### src/hdl/cfc_pkg.sv
// ---------------------------------------------------------------------------
// Command frame checker package
// Shared types, register map, status codes and the CRC and clamp helpers.
// ---------------------------------------------------------------------------
package cfc_pkg;

  localparam int MAX_FRAME_BYTES = 64;
  localparam int MIN_FRAME_BYTES = 4;
  localparam int ADDR_W          = 5;
  localparam int DATA_W          = 32;

  localparam logic [15:0] CRC_INIT = 16'hFFFF;
  localparam logic [15:0] CRC_POLY = 16'hA001;
  localparam logic [7:0]  MODE_MASK = 8'h03;

  localparam logic [2:0] REG_BOARD_ADDRESS = 3'd0;
  localparam logic [2:0] REG_DRIVE1_MAX    = 3'd1;
  localparam logic [2:0] REG_DRIVE1_MIN    = 3'd2;
  localparam logic [2:0] REG_DRIVE2_MAX    = 3'd3;
  localparam logic [2:0] REG_DRIVE2_MIN    = 3'd4;

  typedef enum logic [2:0] {
    ST_OK        = 3'd0,
    ST_CRC_BAD   = 3'd1,
    ST_ADDR_BAD  = 3'd2,
    ST_TOO_SHORT = 3'd3,
    ST_TOO_LONG  = 3'd4
  } status_t;

  typedef struct packed {
    logic [7:0] board_address;
    logic [7:0] drive1_max;
    logic [7:0] drive1_min;
    logic [7:0] drive2_max;
    logic [7:0] drive2_min;
  } cfg_t;

  function automatic logic [15:0] crc_byte(input logic [15:0] crc, input logic [7:0] b);
    logic [15:0] c;
    c = crc ^ {8'h00, b};
    for (int k = 0; k < 8; k++) begin
      if (c[0]) begin
        c = (c >> 1) ^ CRC_POLY;
      end else begin
        c = c >> 1;
      end
    end
    return c;
  endfunction

  function automatic logic [7:0] clamp_level(input logic [7:0] v, input logic [7:0] hi,
                                             input logic [7:0] lo);
    logic [7:0] t;
    t = (v > hi) ? hi : v;
    t = (t < lo) ? lo : t;
    return t;
  endfunction

endpackage

### src/hdl/cfc_regs.sv
// ---------------------------------------------------------------------------
// Command frame checker register file
// APB-style write and read access to the address and drive clamp registers.
// ---------------------------------------------------------------------------
module cfc_regs (
  input  logic                        clk,
  input  logic                        rst_n,
  input  logic                        psel,
  input  logic                        penable,
  input  logic                        pwrite,
  input  logic [cfc_pkg::ADDR_W-1:0]  paddr,
  input  logic [cfc_pkg::DATA_W-1:0]  pwdata,
  output logic [cfc_pkg::DATA_W-1:0]  prdata,
  output logic                        pready,
  output cfc_pkg::cfg_t               cfg
);

  cfc_pkg::cfg_t cfg_r;
  cfc_pkg::cfg_t cfg_nxt;
  logic [2:0]    reg_idx;
  logic          wr_en;
  logic [7:0]    rd_val;

  assign reg_idx = paddr[cfc_pkg::ADDR_W-1:2];
  assign wr_en   = psel & penable & pwrite;
  assign pready  = 1'b1;
  assign cfg     = cfg_r;

  always_comb begin
    cfg_nxt = cfg_r;
    if (wr_en) begin
      case (reg_idx)
        cfc_pkg::REG_BOARD_ADDRESS: cfg_nxt.board_address = pwdata[7:0];
        cfc_pkg::REG_DRIVE1_MAX:    cfg_nxt.drive1_max    = pwdata[7:0];
        cfc_pkg::REG_DRIVE1_MIN:    cfg_nxt.drive1_min    = pwdata[7:0];
        cfc_pkg::REG_DRIVE2_MAX:    cfg_nxt.drive2_max    = pwdata[7:0];
        cfc_pkg::REG_DRIVE2_MIN:    cfg_nxt.drive2_min    = pwdata[7:0];
        default:                    cfg_nxt = cfg_r;
      endcase
    end
  end

  always_comb begin
    case (reg_idx)
      cfc_pkg::REG_BOARD_ADDRESS: rd_val = cfg_r.board_address;
      cfc_pkg::REG_DRIVE1_MAX:    rd_val = cfg_r.drive1_max;
      cfc_pkg::REG_DRIVE1_MIN:    rd_val = cfg_r.drive1_min;
      cfc_pkg::REG_DRIVE2_MAX:    rd_val = cfg_r.drive2_max;
      cfc_pkg::REG_DRIVE2_MIN:    rd_val = cfg_r.drive2_min;
      default:                    rd_val = 8'h00;
    endcase
  end

  assign prdata = {{(cfc_pkg::DATA_W-8){1'b0}}, rd_val};

  always_ff @(posedge clk) begin
    if (!rst_n) begin
      cfg_r.board_address <= 8'd1;
      cfg_r.drive1_max    <= 8'hFF;
      cfg_r.drive1_min    <= 8'h00;
      cfg_r.drive2_max    <= 8'hFF;
      cfg_r.drive2_min    <= 8'h00;
    end else begin
      cfg_r <= cfg_nxt;
    end
  end

endmodule
### config.mk
export PLATFORM = sky130hd
export DESIGN_NAME = cfc_regs
export DESIGN_NICKNAME = d
export VERILOG_FILES = /design/src/hdl/cfc_pkg.sv /design/src/hdl/cfc_regs.sv
export SDC_FILE = /design/constraint.sdc
export NUM_CORES = 1
export LEC_CHECK = 0
export CELL_PAD_IN_SITES_DETAIL_PLACEMENT = 1
export CELL_PAD_IN_SITES_GLOBAL_PLACEMENT = 2
export CORE_MARGIN = 4
export CORE_UTILIZATION = 25
export CTS_CLUSTER_SIZE = 14
export DETAILED_ROUTE_END_ITERATION = 12
export DONT_BUFFER_PORTS = 1
export HOLD_SLACK_MARGIN = 0.03
export PLACE_DENSITY = 0.68
export SLEW_MARGIN = 20
export SYNTH_ARGS = -nofsm -noshare
export SYNTH_HDL_FRONTEND = slang
export SYNTH_SLANG_ARGS = --single-unit
### constraint.sdc
create_clock -name clk -period 2.4 [get_ports clk]
set_input_delay 0.72 -clock clk [delete_from_list [all_inputs] [get_ports clk]]
set_output_delay 0.72 -clock clk [all_outputs]
set_load 0.005 [all_outputs]
==> metrics list <==
- Outcome: finished, final reports clean
- The mapped netlist covers 0.00218 mm^2.
- Total negative slack: 0 ns
- Share of the clock period used by the worst path: a little under 90%
* Top Ports: 115
- Worst slew margin relative to its limit: 65.0%
* Number of antenna violations at the first check in global routing: 0
- In the final design database the tool counted between 200 and 300 nets.
* Capturing element type of the critical path: output pin
* Clock transition time at the flip-flop clock pins of the worst setup and hold paths: roughly 0.07 ns
- Detailed-route wire length: approximately 5800 um
- For the finished layout, the period the worst path requires is around 2.1 ns.
- WP buf/inv: 0
- Critical setup path kind: input port to output pin
- Setup repair after global routing missed its margin: false
- Highest fanout seen on the critical path: 24
- The worst path meets setup with approximately 0.28 ns of slack.
- Via count of the first global-routing pass: 1,528
- Max Freq: 472 MHz
- Setup violations remaining at the end of the flow were counted as 0.
- In this run the clock root is driven by a sky130_fd_sc_hd__clkbuf_8.
- In this run, post-CTS repair resized a total of 0 instances.
- DIE HEIGHT: around 100 um
- For this run, the number of standard cells in the final layout without fillers is about 320.
* Synth top area share: a little under two fifths
* Vias: 1,467
- Summing the sequential cell areas from Yosys gives a little under two fifths of the chip area.
* Port Buffers: 0
* Startpoint types: input port
* Cell Pwr Density: between 500 and 600 mW/mm^2
* Warnings, synthesis: 0
- Post-CTS setup-driven buffer insertion count: 0
- Static power due to leakage: 0.920 nW
- Clock tree synthesis found a total of 40 sinks.
* Slew of the pin with the lowest slew margin: about 0.53 ns
* Detailed-route vias per instance: approximately 4.5
* Largest net degree at the start of global routing: 57
- Effective utilization at floorplan: 26.2%
- On the worst path, the slowest cell contributes a delay of 0.36 ns.
* Commonest cells after routing, fill and taps aside: sky130_fd_sc_hd__mux2i_1 (50), sky130_fd_sc_hd__dfxtp_1 (40), sky130_fd_sc_hd__nand2_1 (31)
- IR analysis of the VDD net gives a maximum drop of approximately 160 uV.
* Worst Path Required: between 1.5 and 2 ns
- Summed over all nets, the half-perimeter wirelength after detailed placement is around 4300 um.
* Full die area: 0.0103 mm^2
- Arrival time worst endpoint: approximately 1.4 ns
* Total power: roughly 1.2 mW
- Hold Buf Count CTS: 0
- Grouping stages by cell kind, the critical path spends the most delay in compound AO/OA/AOI/OAI gates.
- Initial detailed-routing violation count: 33
- The biggest area contributor in the post-synthesis netlist is sky130_fd_sc_hd__dfxtp_1.
- The signal on the critical path passes through mux2_2, a221o_1.
- The min-delay analysis places its worst path in the category flop to flop.
- Horiz. Die Dim: ~100 um
- Post-synth cell types: 30
- Layout overhead on the synthesized area: 0.917%
- Total overflow reported by the global router: 0
- Global routing used 11.1% of the available tracks across all layers.
* Slowest cell on the critical path: sky130_fd_sc_hd__a221o_1
- Routability Congestion: 0.728
- The register with the most flip-flops in the layout has 40 of them.
- OpenSTA, run right after detailed placement, puts the worst setup slack at ~0.29 ns.
- Max-capacitance violation count: 0
- Maximum clock path buffer count: 2
* Clock tree from TritonCTS: built
* Number of instances in the synthesized netlist: ~230
- Average cell area after synthesis: 9.62 um^2
- The number of hold violations in the final report is 0.
- The post-route netlist has under 10% of its cells at a drive strength greater than 1.
- DRC errors left: 0
- In this run the remaining antenna-violating nets after routing total 0.
- Post-route clock skew: 0 ns
- The initialized floorplan defines 33 standard-cell rows.
- The number of clock buffers added by TritonCTS is 5.
* Share of the core filled with cells in the final layout: a little over a quarter
* Antenna Cells: 0
- Routed wirelength normalized by instance count: 17.8 um
- At the later pin of the worst-skew pair, clock insertion delay measures about 0.29 ns.
* Core ar.: ~0.0083 mm^2
- The first global-routing pass estimated 8480 um of wire.
* Cell count after placement: 316
- The library cell used most frequently in the layout, excluding fill and tap cells, is sky130_fd_sc_hd__mux2i_1.
* Count of state elements after synthesis: 40
- Sorting the synthesized cells by area gives the leading types as sky130_fd_sc_hd__dfxtp_1 (37%), sky130_fd_sc_hd__mux2i_1 (23%), sky130_fd_sc_hd__buf_4 (8.9%), sky130_fd_sc_hd__nor2b_1 (7.4%), sky130_fd_sc_hd__nand2_1 (5.3%).
- In this run the number of H-tree levels came out at 2.
* Count of final max-slew check failures: 0
* TritonRoute pass-1 iters: 4
[layer usage]
metal	GRT usage [%]	vias to the layer above	share of wire, %
li1	-	701	-
met1	12.8	701	41
met2	18.7	58	47
met3	4.55	7	10
met4	3.37	0	1.2
met5	0	-	0
[cell usage after synthesis (all sizes together)]
master,number
conb,2
buf,34
a21oi,1
o21a,2
a221o,4
and3b,3
mux2i,50
nand3,1
nor3,1
o21ai,2
nand3b,1
mux2,5
nand2b,1
a211o,1
o2bb2ai,2
nor3b,1
and4b,1
nand2,32
clkbuf,6
o22ai,1
nor2b,26
a22oi,1
and3,1
nor2,7
and4,1
dfxtp,40
[worst paths after layout]
kind	start	to	slack (ns)	cells after the start
worst max-delay path	paddr[3]	prdata[3]	0.28	2
worst min-delay path	cfg[1]	cfg[1]	0.50	2
worst max register to register	cfg[5]	cfg[5]	1.71	2
worst min register to register	cfg[1]	cfg[1]	0.50	2
[power by group]
| part | internal [mW] | switching (mW) | total (mW) |
|---|---|---|---|
| Clock | 0.235 | 0.236 | 0.471 |
| Combinational | 0.0337 | 0.0394 | 0.0731 |
| Sequential | 0.668 | 0.00539 | 0.673 |
| Total | 0.936 | 0.281 | 1.22 |
[kinds of logic after synthesis]
group,after synthesis,synth area share [%]
other,2,0.344
multiplexers,55,25.7
AND/OR/NAND/NOR,76,18.7
AO/OA/AOI/OAI,14,5.04
buffers and inverters,40,13.5
flip-flops,40,36.7
[per-stage QoR]
stage	hold slack, ns	cell area [um^2]
3_5_place_dp	0.492	2110
2_1_floorplan	0.460	2270
4_1_cts	0.503	2200
5_1_grt	0.524	2200
3_3_place_gp	0.479	2110
6_report	0.496	2200
[final cells by class]
cell class	instances	area [um^2]
timing repair buffer	1	7.51
multi-input combinational	170	1170
fill	988	6140
tap	105	131
clock buffer	8	90.1
sequential	40	801
(Power assumes the default switching activity.)
